[src/mp3d_pkg.sv]
// Shared types and constants for the 3D max pool with argmax block.
`default_nettype none
package mp3d_pkg;
  localparam int unsigned VOL_H  = 16;
  localparam int unsigned VOL_W  = 16;
  localparam int unsigned VOL_D  = 16;
  localparam int unsigned POOL_H = 2;
  localparam int unsigned POOL_W = 2;
  localparam int unsigned POOL_D = 2;

  localparam int unsigned AH = $clog2(VOL_H) > 0 ? $clog2(VOL_H) : 1;
  localparam int unsigned AW = $clog2(VOL_W) > 0 ? $clog2(VOL_W) : 1;
  localparam int unsigned AD = $clog2(VOL_D) > 0 ? $clog2(VOL_D) : 1;
  localparam int unsigned ADDR_W = AH + AW + AD;
  localparam int unsigned DEPTH = VOL_H * VOL_W * VOL_D;
  localparam int unsigned PH_W = $clog2(POOL_H + 1);
  localparam int unsigned PW_W = $clog2(POOL_W + 1);
  localparam int unsigned PD_W = $clog2(POOL_D + 1);
  // signed window coordinate: covers 31*31 down to -15
  localparam int unsigned CW = 11;
  localparam int unsigned IDX_W = 29;
  localparam int unsigned CFG_IDX_W = 3;

  localparam logic [CFG_IDX_W-1:0] REG_STRIDE_H = 3'd0;
  localparam logic [CFG_IDX_W-1:0] REG_STRIDE_W = 3'd1;
  localparam logic [CFG_IDX_W-1:0] REG_STRIDE_D = 3'd2;
  localparam logic [CFG_IDX_W-1:0] REG_PAD_H    = 3'd3;
  localparam logic [CFG_IDX_W-1:0] REG_PAD_W    = 3'd4;
  localparam logic [CFG_IDX_W-1:0] REG_PAD_D    = 3'd5;

  typedef enum logic {OP_LOAD = 1'b0, OP_QUERY = 1'b1} op_e;

  // classified command passed from front to back
  typedef struct packed {
    op_e                      op;
    logic signed [15:0]       value;
    logic [ADDR_W-1:0]        addr;
    logic                     in_vol;
    logic signed [CW-1:0]     oh;
    logic signed [CW-1:0]     ow;
    logic signed [CW-1:0]     od;
    logic [15:0]              vol;
  } cmd_t;

  typedef struct packed {
    logic signed [15:0] max_value;
    logic [IDX_W-1:0]   max_index;
    logic               window_empty;
  } res_t;

  typedef enum logic [1:0] {ST_IDLE, ST_SCAN, ST_LAST, ST_DONE} bk_state_e;
endpackage
`default_nettype wire

[src/mp3d_front.sv]
// Front end: accepts requests, computes window origins and load addresses.
`default_nettype none
module mp3d_front (
  input  wire                 clk_i,
  input  wire                 rst_ni,
  input  wire                 valid_i,
  output logic                ready_o,
  input  wire  [63:0]         data_i,
  input  wire  [4:0]          stride_h_i,
  input  wire  [4:0]          stride_w_i,
  input  wire  [4:0]          stride_d_i,
  input  wire  [3:0]          pad_h_i,
  input  wire  [3:0]          pad_w_i,
  input  wire  [3:0]          pad_d_i,
  output logic                valid_o,
  input  wire                 ready_i,
  output mp3d_pkg::cmd_t      cmd_o
);
  import mp3d_pkg::*;

  logic valid_q;
  cmd_t cmd_q, cmd_d;
  logic [3:0] sh, sw, sd;
  logic [4:0] qh, qw, qd;

  assign sh = data_i[20:17];
  assign sw = data_i[24:21];
  assign sd = data_i[28:25];
  assign qh = data_i[33:29];
  assign qw = data_i[38:34];
  assign qd = data_i[43:39];

  assign ready_o = !valid_q || ready_i;
  assign valid_o = valid_q;
  assign cmd_o   = cmd_q;

  always_comb begin
    cmd_d.op     = op_e'(data_i[0]);
    cmd_d.value  = data_i[16:1];
    cmd_d.in_vol = (32'(sh) < VOL_H) && (32'(sw) < VOL_W) && (32'(sd) < VOL_D);
    cmd_d.addr   = {sd[AD-1:0], sw[AW-1:0], sh[AH-1:0]};
    cmd_d.oh     = CW'($signed({1'b0, CW'(qh * stride_h_i)}) - $signed({1'b0, CW'(pad_h_i)}));
    cmd_d.ow     = CW'($signed({1'b0, CW'(qw * stride_w_i)}) - $signed({1'b0, CW'(pad_w_i)}));
    cmd_d.od     = CW'($signed({1'b0, CW'(qd * stride_d_i)}) - $signed({1'b0, CW'(pad_d_i)}));
    cmd_d.vol    = data_i[59:44];
  end

  always_ff @(posedge clk_i or negedge rst_ni) begin
    if (!rst_ni) begin
      valid_q <= 1'b0;
    end else if (ready_o) begin
      valid_q <= valid_i;
    end
  end

  always_ff @(posedge clk_i) begin
    if (ready_o && valid_i) begin
      cmd_q <= cmd_d;
    end
  end
endmodule
`default_nettype wire

[config.mk]
export PLATFORM = sky130hd
export DESIGN_NAME = mp3d_front
export DESIGN_NICKNAME = d
export VERILOG_FILES = /design/src/mp3d_pkg.sv /design/src/mp3d_front.sv
export SDC_FILE = /design/constraint.sdc
export NUM_CORES = 1
export LEC_CHECK = 0
export BUFFER_PORTS_ARGS = -buffer_cell sky130_fd_sc_hd__buf_2
export CAP_MARGIN = 20
export CORE_ASPECT_RATIO = 0.5
export CORE_UTILIZATION = 43
export DETAILED_ROUTE_END_ITERATION = 6
export PLACE_DENSITY = 0.73
export RECOVER_POWER = 50
export SETUP_SLACK_MARGIN = 0.5
export SYNTH_ARGS = -nofsm -noshare
export SYNTH_HDL_FRONTEND = slang
export SYNTH_SLANG_ARGS = --single-unit
export TNS_END_PERCENT = 20
[constraint.sdc]
create_clock -name clk_i -period 2.9 [get_ports clk_i]
set_input_delay 0.435 -clock clk_i [delete_from_list [all_inputs] [get_ports clk_i]]
set_output_delay 0.435 -clock clk_i [all_outputs]
set_load 0.1 [all_outputs]
# Word level (Yosys, flattened, before mapping)
# Index checks and enable logic that the tools add are counted.
[totals]
input_bits = 95
reg_bits = 79
out_inout_bits = 81
wordCells = 17
[classes]
n_addsub = 3
mul = 3
reduce_logical = 3
[op_table]
columns = ["cell", "count"]
rows = [
  ["$sub A10 B4 Y11", 3],
  ["$mul A5 B5 Y10", 3],
  ["$logic_and A1 B1 Y1", 1],
  ["$logic_not A1 Y1", 1],
  ["$logic_or A1 B1 Y1", 1],
]

# Depth between registers and ports, before layout
# Gate-level depths: netlist of the first run.
[depth]
depth_word = 3
depth_mapped = 13
ltp_nobuf = 13

# Least setup slack after synthesis of the first run
# Ideal clock, no wire load.
[synth_path]
kind = "reg-to-reg"
from = "register valid_q, in the netlist valid_o"
to = "register cmd_q (netlist bit cmd_o[0]), enable pin"
stages_incl_launch_ff = 3
path_buffers = 0
setup_time_ns = 0.444
period_less_slack_ns = 4.045
path_slack_ns = -1.145
required_time_ns = 2.456
arrival_time_ns = 3.600
path_cell_list = "dfrtp_1 > nand2b_1 > and2_1"
[synth_via]
elab_chain_len = 3
[synth_lines]
columns = ["item", "line_no", "source"]
rows = [
  ["start: declaration", "mp3d_front.sv:21", "logic valid_q;"],
  ["start signal: assignment", "mp3d_front.sv:52", "valid_q <= valid_i;"],
  ["$logic_not A1 Y1", "mp3d_front.sv:33", "assign ready_o = !valid_q || ready_i;"],
  ["$logic_or A1 B1 Y1", "mp3d_front.sv:33", ""],
  ["net ready_o", "mp3d_front.sv:7", "output logic ready_o,"],
  ["$logic_and A1 B1 Y1", "mp3d_front.sv:57", "if (ready_o && valid_i) begin"],
  ["end signal: assignment", "mp3d_front.sv:58", "cmd_q <= cmd_d;"],
  ["end: declaration", "mp3d_front.sv:22", "cmd_t cmd_q, cmd_d;"],
]
# The timed path passes the listed nets, and every way through them passes these cells.
# A chain may end at the register's enable or synchronous reset.

==> impl_metrics.tcl, run 1 <==
set metrics [dict create \
    place.gp.congestion 0.818 \
    max_cap_violations 1 \
    seqPwrFrac 0.256 \
    power_switching_mw 2.67 \
    max-clock-path-buffers 2 \
    path_depth 12 \
    r2r_start "valid_o$_DFFE_PN0N_" \
    drtIter0Drc 135 \
    viasPerCell 4.50 \
    hold_viol_final 0 \
    setup_viol 15 \
    cts_tree "yes" \
    port_buffers 170 \
    crit_start "stride_d_i[0]" \
    synth.avg_cell_area_um2 11.8 \
    dp_hpwl_um 9260 \
    ys_ff_latch 79 \
    dp_cells 858 \
    crit_chain "buf_8 -> and2_4 -> fa_1 -> ha_1 -> fa_1 -> ha_2 -> inv_2 -> fa_2 -> nand2b_4 -> o2bb2ai_4 -> o31ai_2 -> xor2_1" \
    post_drt_wl_per_cell_um 13.0 \
    grt_max_degree 42 \
    swShare 0.442 \
    crit_required_ns 2.97 \
    final_cell_mix "134 x buf_2, 91 x inv_1, 78 x edfxtp_1" \
    cp-start-kind "input port" \
    numCtsBuffers 9 \
    cp_slowest_cell "fa_1" \
    placementRows 28 \
    first_global_vias 3945 \
    cp_slowest_stage_delay_ns 0.50 \
    fp.dieH_um 81.5 \
    outcome "finished with violations" \
    first_pass_iters 4 \
    p_leak_nw 3.70 \
    overflow 0 \
    rsz0062_at_grt "true" \
    worst_r2r_endpoint "cmd_o[53]$_DFFE_PP_" \
    layoutNonFillerInstCount 878 \
    violations "capacitance limit, slew limit, setup timing" \
    path_class "in2reg" \
    ys_warn_count 0 \
    fmax_ghz 0.323 \
    final_antenna_net_count 0 \
    cpMostUsedCell "fa_1" \
    drc 0 \
    routed_wl_um 11400 \
    finalPower_mw 6.04 \
    whs_ns 0.280 \
    start_util 0.450 \
    min_period_over_period 1.07 \
    endpoint "cmd_o[26]$_DFFE_PP_" \
    max_slew_margin -0.152 \
    min_period_ns 3.09 \
    p_comb_frac 0.565 \
    cts_sinks 79 \
    r2r_slack_ns 0.45 \
    antenna-diode-count 0 \
    holdCritPathClass "in2reg" \
    hold_path_depth 1 \
    yosysSeqAreaShare 0.435 \
    crit_buf_inv 2 \
    power_report.internal_total_mw 3.37 \
    die_w_um 161 \
    htreeDepth 3 \
    layout.nets 911 \
    power_density_nw_per_um2 772 \
    vdd.ir_drop.worst_uv 346 \
    synth_cells 460 \
    netlist_area_um2 5440 \
    grt_use_total 0.174 \
    cts.clk_slew.worst_paths_ns 0.06 \
    syn_to_final_growth_pct 43.6 \
    cp_data_arrival_time_ns 3.16 \
    vias 3948 \
    drive_gt1_frac 0.432 \
    tightest_slew_ns 1.73 \
    reg2reg_depth 3 \
    pwr-share-clk 0.179 \
    ys_types 34 \
    skew_ns 0.00384 \
    root_buffer "clkbuf_16" \
    grt_pass1_wl_um 18000 \
    clock_latency_ns 0.33 \
    syn-num-nets 663 \
    nFillCells 949 \
    antenna_found_initial 0 \
    core_um2 12100 \
    cp_max_fo 5 \
    worst_slack_ns -0.192 \
    final_common_cell "buf_2" \
    critical_path.top_delay_family "adder cells" \
    maxSlewViolCount 38 \
    utilization 0.646 \
    io_pins 176 \
    die-area_um2 13100 \
    worst_setup_path_end_kind "flip-flop" \
]
==> Yosys cell counts <==
cell type,instances,area share
a211o_1,2,0.0032
a211oi_1,3,0.0041
a21o_1,4,0.0055
a21oi_1,11,0.010
a21oi_2,2,0.0032
a221o_1,2,0.0037
a221oi_1,1,0.0016
and2_1,49,0.056
and4b_1,1,0.0018
buf_4,1,0.0014
conb_1,1,0.00069
dfrtp_1,1,0.0046
edfxtp_1,78,0.43
fa_1,39,0.14
ha_1,69,0.16
inv_1,102,0.070
mux2i_1,1,0.0018
nand2_1,37,0.026
nand2b_1,4,0.0046
nand3_1,3,0.0028
nor2_1,3,0.0021
nor2b_1,2,0.0023
nor2b_2,1,0.0016
nor2b_4,1,0.0025
nor3_1,5,0.0046
nor4_1,1,0.0012
nor4b_1,1,0.0016
o21a_1,3,0.0041
o21ai_0,6,0.0055
o21bai_1,3,0.0041
o2bb2ai_1,2,0.0032
o31ai_1,3,0.0041
xnor2_1,11,0.018
xor2_1,7,0.011
==> sequential cells by signal (all words and copies together), names as in the netlist <==
signal / cells
cmd_o: 78
valid_o: 1
==> through the flow <==
| step | setup TNS [ns] | setup slack [ns] | area (um2) |
|---|---|---|---|
| floorplan | -4.36 | -0.347 | 5610 |
| global placement | -9.74 | -0.583 | 7150 |
| detailed placement | -10.59 | -0.634 | 7150 |
| CTS | -1.81 | -0.182 | 7670 |
| global route | -2.93 | -0.275 | 7810 |
| finish | -1.65 | -0.192 | 7810 |
==> final cells by class <==
| cell class | count | area (um2) | share of cell area |
|---|---|---|---|
| clock inverters | 7 | 63.8 | 0.00817 |
| well taps | 165 | 206 | 0.0264 |
| inverters | 102 | 383 | 0.0490 |
| repair buffers | 238 | 1440 | 0.185 |
| multi-input cells | 278 | 3120 | 0.400 |
| flip-flops and latches | 79 | 2370 | 0.303 |
| clock buffers | 9 | 225 | 0.0288 |
==> power groups by stage <==
stage	clock [mW]	sequential, mW	combinational (mW)
finish	1.08	1.55	3.41
global route	1.15	1.56	3.66
CTS	1.11	1.55	3.26
detailed placement	0	1.57	3.09
global placement	0	1.56	3.04
floorplan	0	2.68	1.21
==> worst min-delay path by stage <==
stage               slack [ns]             endpoint       start
floorplan                 0.14  valid_o$_DFFE_PN0N_      rst_ni
global placement          0.21  valid_o$_DFFE_PN0N_      rst_ni
detailed placement        0.21  valid_o$_DFFE_PN0N_      rst_ni
CTS                       0.26  cmd_o[12]$_DFFE_PP_  data_i[56]
global route              0.26  cmd_o[75]$_DFFE_PP_  data_i[14]
finish                    0.28  cmd_o[67]$_DFFE_PP_   data_i[6]
==> layer usage <==
layer	track usage	up-vias	wire, um
li1	-	2001	-
met1	0.218	1877	5100
met2	0.317	60	5950
met3	0.0303	10	280
met4	0.0453	0	104
met5	0	-	0
==> timing repair <==
action                                 CTS  global route
setup buffers                            1             2
gates resized for setup                 50            39
pin swaps                               39            26
hold buffers                             1             0
endpoints found under the hold margin    1             0
setup endpoints to repair               24            24
==> kinds of logic after synthesis <==
family,synth area share
flops,0.435
xor+xnor,0.0290
fa+ha+maj,0.302
compound gates,0.0527
mux,0.00184
buf+inv,0.0717
other cells,0.000689
simple gates,0.107
Power figures use the tool's default switching activity.
==> run 2: changes to the inputs <==
CORE_UTILIZATION = 52   (was 43)
PLACE_DENSITY = 0.86   (was 0.73)
==> run 2 against run 1 <==
- the flow still finishes with violations (capacitance limit, slew limit, setup timing)
- clock-buffer cell count unchanged
- design area increased by 0.53%
- non-clock buffer count is 1 higher
- die area is 17% lower
- clock power barely moved
- combinational power up 5.9%
- sequential cell count unchanged
- cell count shrank 3.3%
- critical endpoint unchanged
- largest cell class unchanged
- highest routed layer unchanged
==> impl_metrics.tcl, run 2 (synthesis gave the netlist of run 1 again) <==
set metrics [dict create \
    vdd.ir_drop.worst_uv 376 \
    routed_wl_um 13100 \
    min_period_over_period 1.08 \
    dp_hpwl_um 9610 \
    crit_start "stride_d_i[1]" \
    grt_max_degree 43 \
    fin_tns_setup_ns -2.24 \
    cp-start-kind "input port" \
    numCtsBuffers 9 \
    place.gp.congestion 0.839 \
    die_w_um 147 \
    r2r_start "valid_o$_DFFE_PN0N_" \
    vias 4103 \
    start_util 0.556 \
    outcome "finished with violations" \
    drtIter0Drc 120 \
    path_class "in2reg" \
    crit_required_ns 2.98 \
    p_leak_nw 3.69 \
    largest_reg_flops 78 \
    worst_r2r_endpoint "cmd_o[73]$_DFFE_PP_" \
    first_pass_iters 4 \
    grt_use_total 0.235 \
    hold_end "cmd_o[52]$_DFFE_PP_" \
    hold_path.startpoint "data_i[19]" \
    r2r_slack_ns 0.46 \
    die-area_um2 10900 \
    core_um2 9790 \
    power_density_nw_per_um2 798 \
    fmax_ghz 0.320 \
    cts_sinks 79 \
    drive_gt1_frac 0.447 \
    skew_ns 0.00376 \
    fp.dieH_um 74.3 \
    overflow 0 \
    root_buffer "clkbuf_16" \
    holdCritPathClass "in2reg" \
    post_drt_wl_per_cell_um 15.4 \
    final_cell_mix "135 x buf_2, 90 x inv_1, 78 x edfxtp_1" \
    hold_viol_final 0 \
    antenna_found_initial 0 \
    layout.nets 912 \
    placementRows 25 \
    hold_path_depth 1 \
    final_antenna_net_count 0 \
    clock_latency_ns 0.32 \
    viasPerCell 4.83 \
    cp_max_fo 5 \
    final_common_cell "buf_2" \
    syn_to_final_growth_pct 44.4 \
    grt_pass1_wl_um 19800 \
    violations "capacitance limit, slew limit, setup timing" \
    port_buffers 170 \
    min_period_ns 3.13 \
    rsz0062_at_grt "true" \
    antenna-diode-count 0 \
    cts_tree "yes" \
    pre_cts_slack_ns -0.613 \
    first_global_vias 4319 \
    tightest_slew_ns 1.67 \
    maxSlewViolCount 37 \
    reg2reg_depth 3 \
    io_pins 176 \
    max-clock-path-buffers 2 \
    cp_data_arrival_time_ns 3.21 \
    worst_slack_ns -0.229 \
    drc 0 \
    setup_viol 15 \
    worst_setup_path_end_kind "flip-flop" \
    cts.clk_slew.worst_paths_ns 0.06 \
    htreeDepth 3 \
    max_slew_margin -0.114 \
    finalPower_mw 6.27 \
    max_cap_violations 1 \
]
## run 2: per-stage QoR
step	utilization	area, um2	hold WS [ns]	cells
finish	0.802	7860	0.280	849
global route	0.802	7860	0.265	849
CTS	0.785	7680	0.270	848
detailed placement	0.727	7110	0.210	828
global placement	0.727	7110	0.210	828
floorplan	-	5610	0.139	460
## run 2: metal layers
layer / vias to the layer above / wire length (um) / track usage
met2: 106 / 7220 / 0.470
met4: 0 / 187 / 0.0637
met5: - / 0 / 0
li1: 2009 / - / -
met3: 22 / 437 / 0.0362
met1: 1966 / 5230 / 0.267
## run 2: where the power goes
part	switching (mW)	total [mW]	internal [mW]
Clock	0.442	1.11	0.666
Combinational	2.34	3.61	1.27
Sequential	0.0400	1.55	1.51
Total	2.82	6.27	3.45
## run 2: worst max path at each step
stage	endpoint	slack, ns	cells after the start
2_1_floorplan	cmd_o[48]$_DFFE_PP_	-0.35	13
3_3_place_gp	cmd_o[47]$_DFFE_PP_	-0.59	11
3_5_place_dp	cmd_o[23]$_DFFE_PP_	-0.61	12
4_1_cts	cmd_o[26]$_DFFE_PP_	-0.24	12
5_1_grt	cmd_o[47]$_DFFE_PP_	-0.30	12
6_report	cmd_o[26]$_DFFE_PP_	-0.23	12
## run 2: cell type report
type / instances / area, um2
Fill cell: 588 / 1940
Multi-Input combinational cell: 278 / 3210
Sequential cell: 79 / 2370
Tap cell: 135 / 169
Clock buffer: 9 / 225
Clock inverter: 7 / 71.3
Timing Repair Buffer: 239 / 1430
Inverter: 102 / 383
## run 2: worst max-delay path, stage by stage
cell and delay (ns):
buf_8 0.10, and2_4 0.15, fa_2 0.59, ha_4 0.20, fa_1 0.49, ha_2 0.18
inv_2 0.04, fa_2 0.34, nand2b_4 0.16, o2bb2ai_4 0.16, o31ai_4 0.27, xor2_1 0.09
## run 2: repair_timing
action                                  in CTS  in global routing
endpoints found under the hold margin        1                  0
pin swaps                                   43                 25
hold buffers                                 1                  0
buffers inserted                             3                  1
resized for setup                           52                 44
endpoints found under the setup margin      24                 24
==> run 3: changes to the inputs <==
SKIP_CTS_REPAIR_TIMING = 1   (was default)
==> run 3 against run 2 <==
- the flow finishes with violations (setup timing)
- utilization shrank 1.3 points
- register-to-register slack gained 0.83 ns
- routed wire length shrank 5.0%
- combinational power shrank 5%
- clock-buffer cell count is the same
- critical path depth grew 2
- non-clock buffer count shrank 1
- die area is the same
- clock skew is essentially flat
- cell count shrank 0.12%
- sequential power is essentially flat
- sequential share of layout area grew 0.51 points
- largest cell class unchanged
- highest routed layer unchanged
==> impl_metrics.tcl, run 3 (synthesis gave the netlist of run 1 again) <==
set metrics [dict create \
    drive_gt1_frac 0.454 \
    io_pins 176 \
    nFillCells 616 \
    max_cap_violations 0 \
    whs_ns 0.279 \
    drc 0 \
    grt_use_total 0.218 \
    outcome "finished with violations" \
    drtIter0Drc 197 \
    maxSlewViolCount 0 \
    antenna_found_initial 0 \
    dp_cells 828 \
    final_antenna_net_count 0 \
    final_cell_mix "163 x buf_2, 94 x inv_1, 78 x edfxtp_1" \
    utilization 0.789 \
    cp_slowest_cell "fa_1" \
    power_switching_mw 2.73 \
    numCtsBuffers 9 \
    fmax_ghz 0.318 \
    p_comb_frac 0.564 \
    path_class "in2reg" \
    wl_met1_um 5110 \
    power_report.internal_total_mw 3.36 \
    p_leak_nw 3.73 \
    seqPwrFrac 0.254 \
    first_global_vias 4132 \
    root_buffer "clkbuf_16" \
    max_slew_margin 0.663 \
    final_common_cell "buf_2" \
    power_density_nw_per_um2 788 \
    grt_pass1_wl_um 18600 \
    worst_setup_path_end_kind "flip-flop" \
    first_pass_iters 4 \
    pre_cts_slack_ns -0.613 \
    vdd.ir_drop.worst_uv 377 \
    layout.nets 911 \
    htreeDepth 3 \
    max-clock-path-buffers 2 \
    holdCritPathClass "in2reg" \
    cp_max_fo 5 \
    cts.clk_slew.worst_paths_ns 0.06 \
    min_period_over_period 1.08 \
    setup_viol 15 \
    core_um2 9790 \
    dp_hpwl_um 9610 \
    viasPerCell 4.78 \
    swShare 0.448 \
    vias 4053 \
    cp_slowest_stage_delay_ns 0.48 \
    tightest_slew_ns 0.506 \
    start_util 0.556 \
    layoutNonFillerInstCount 848 \
    crit_required_ns 2.98 \
    cts_tree "yes" \
    skew_ns 0.00349 \
    die_w_um 147 \
    die-area_um2 10900 \
    worst_slack_ns -0.245 \
    cts_sinks 79 \
    clock_latency_ns 0.33 \
    port_buffers 170 \
    syn_to_final_growth_pct 41.9 \
    pwr-share-clk 0.182 \
    largest_reg_flops 78 \
    cp-start-kind "input port" \
    grt_max_degree 43 \
    overflow 0 \
    place.gp.congestion 0.839 \
    rsz0062_at_grt "true" \
    violations "setup timing" \
    placementRows 25 \
    cp_data_arrival_time_ns 3.22 \
    fp.dieH_um 74.3 \
    routed_wl_um 12400 \
    route.met3.wl_um 363 \
    post_drt_wl_per_cell_um 14.6 \
    routed-wl-met2_um 6710 \
    antenna-diode-count 0 \
    hold_viol_final 0 \
    crit_chain "buf_8 -> and2_4 -> fa_1 -> ha_1 -> inv_2 -> fa_1 -> inv_1 -> ha_2 -> inv_2 -> fa_2 -> nand2b_4 -> o2bb2ai_4 -> o31ai_4 -> xor2_1" \
    min_period_ns 3.15 \
    top_layer "met4" \
]
## run 3: cell types whose count changed in the layout (fill, tap and decap cells not counted), sizes merged
cell,delta
clkbuf,-25
buf,+24
## run 3: final timing paths
kind,cells after the start,slack (ns),start,endpoint
setup / recovery,14,-0.25,stride_h_i[1],cmd_o[48]$_DFFE_PP_
hold / removal,1,0.28,data_i[19],cmd_o[52]$_DFFE_PP_
setup reg to reg,3,1.29,valid_o$_DFFE_PN0N_,cmd_o[73]$_DFFE_PP_
hold reg to reg,2,0.55,valid_o$_DFFE_PN0N_,valid_o$_DFFE_PN0N_
max in group asynchronous,2,2.40,rst_ni,valid_o$_DFFE_PN0N_
min in group asynchronous,2,0.42,rst_ni,valid_o$_DFFE_PN0N_
## run 3: power groups by stage
stage	clock, mW	combinational [mW]	sequential [mW]
after global placement	0	3.01	1.56
after global routing	1.17	3.65	1.56
after CTS	1.13	3.13	1.55
after floorplan	0	1.21	2.68
final	1.11	3.43	1.55
after detailed placement	0	3.11	1.57
## run 3: cell type report
| type | count | area (um2) | area share |
|---|---|---|---|
| clock inverter | 7 | 71.3 | 0.00923 |
| multi-input combinational | 278 | 3090 | 0.400 |
| tap | 135 | 169 | 0.0219 |
| clock buffer | 9 | 225 | 0.0292 |
| inverter | 102 | 383 | 0.0496 |
| timing repair buffer | 238 | 1420 | 0.183 |
| sequential | 79 | 2370 | 0.306 |
## run 3: through the flow
stage | area, um2 | TNS [ns] | total power, mW
2_1_floorplan | 5610 | -4.36 | 3.89
3_3_place_gp | 7110 | -9.46 | 4.57
3_5_place_dp | 7110 | -10.64 | 4.68
4_1_cts | 7410 | -3.59 | 5.81
5_1_grt | 7720 | -3.92 | 6.39
6_report | 7720 | -2.52 | 6.09
## run 3: critical path, delay by kind of cell
family | cells | cell delay, ns
AND/OR/NAND/NOR | 2 | 0.32
buffers and inverters | 4 | 0.26
XOR/XNOR | 1 | 0.09
AO/OA/AOI/OAI | 2 | 0.38
adder cells (fa/ha/maj) | 5 | 1.75
## run 3: routing by layer
metal  global-route usage  vias up
met5                    0        -
met2                0.434       94
met1                0.254     1935
met3               0.0337       21
met4               0.0498        0
li1                     -     2003
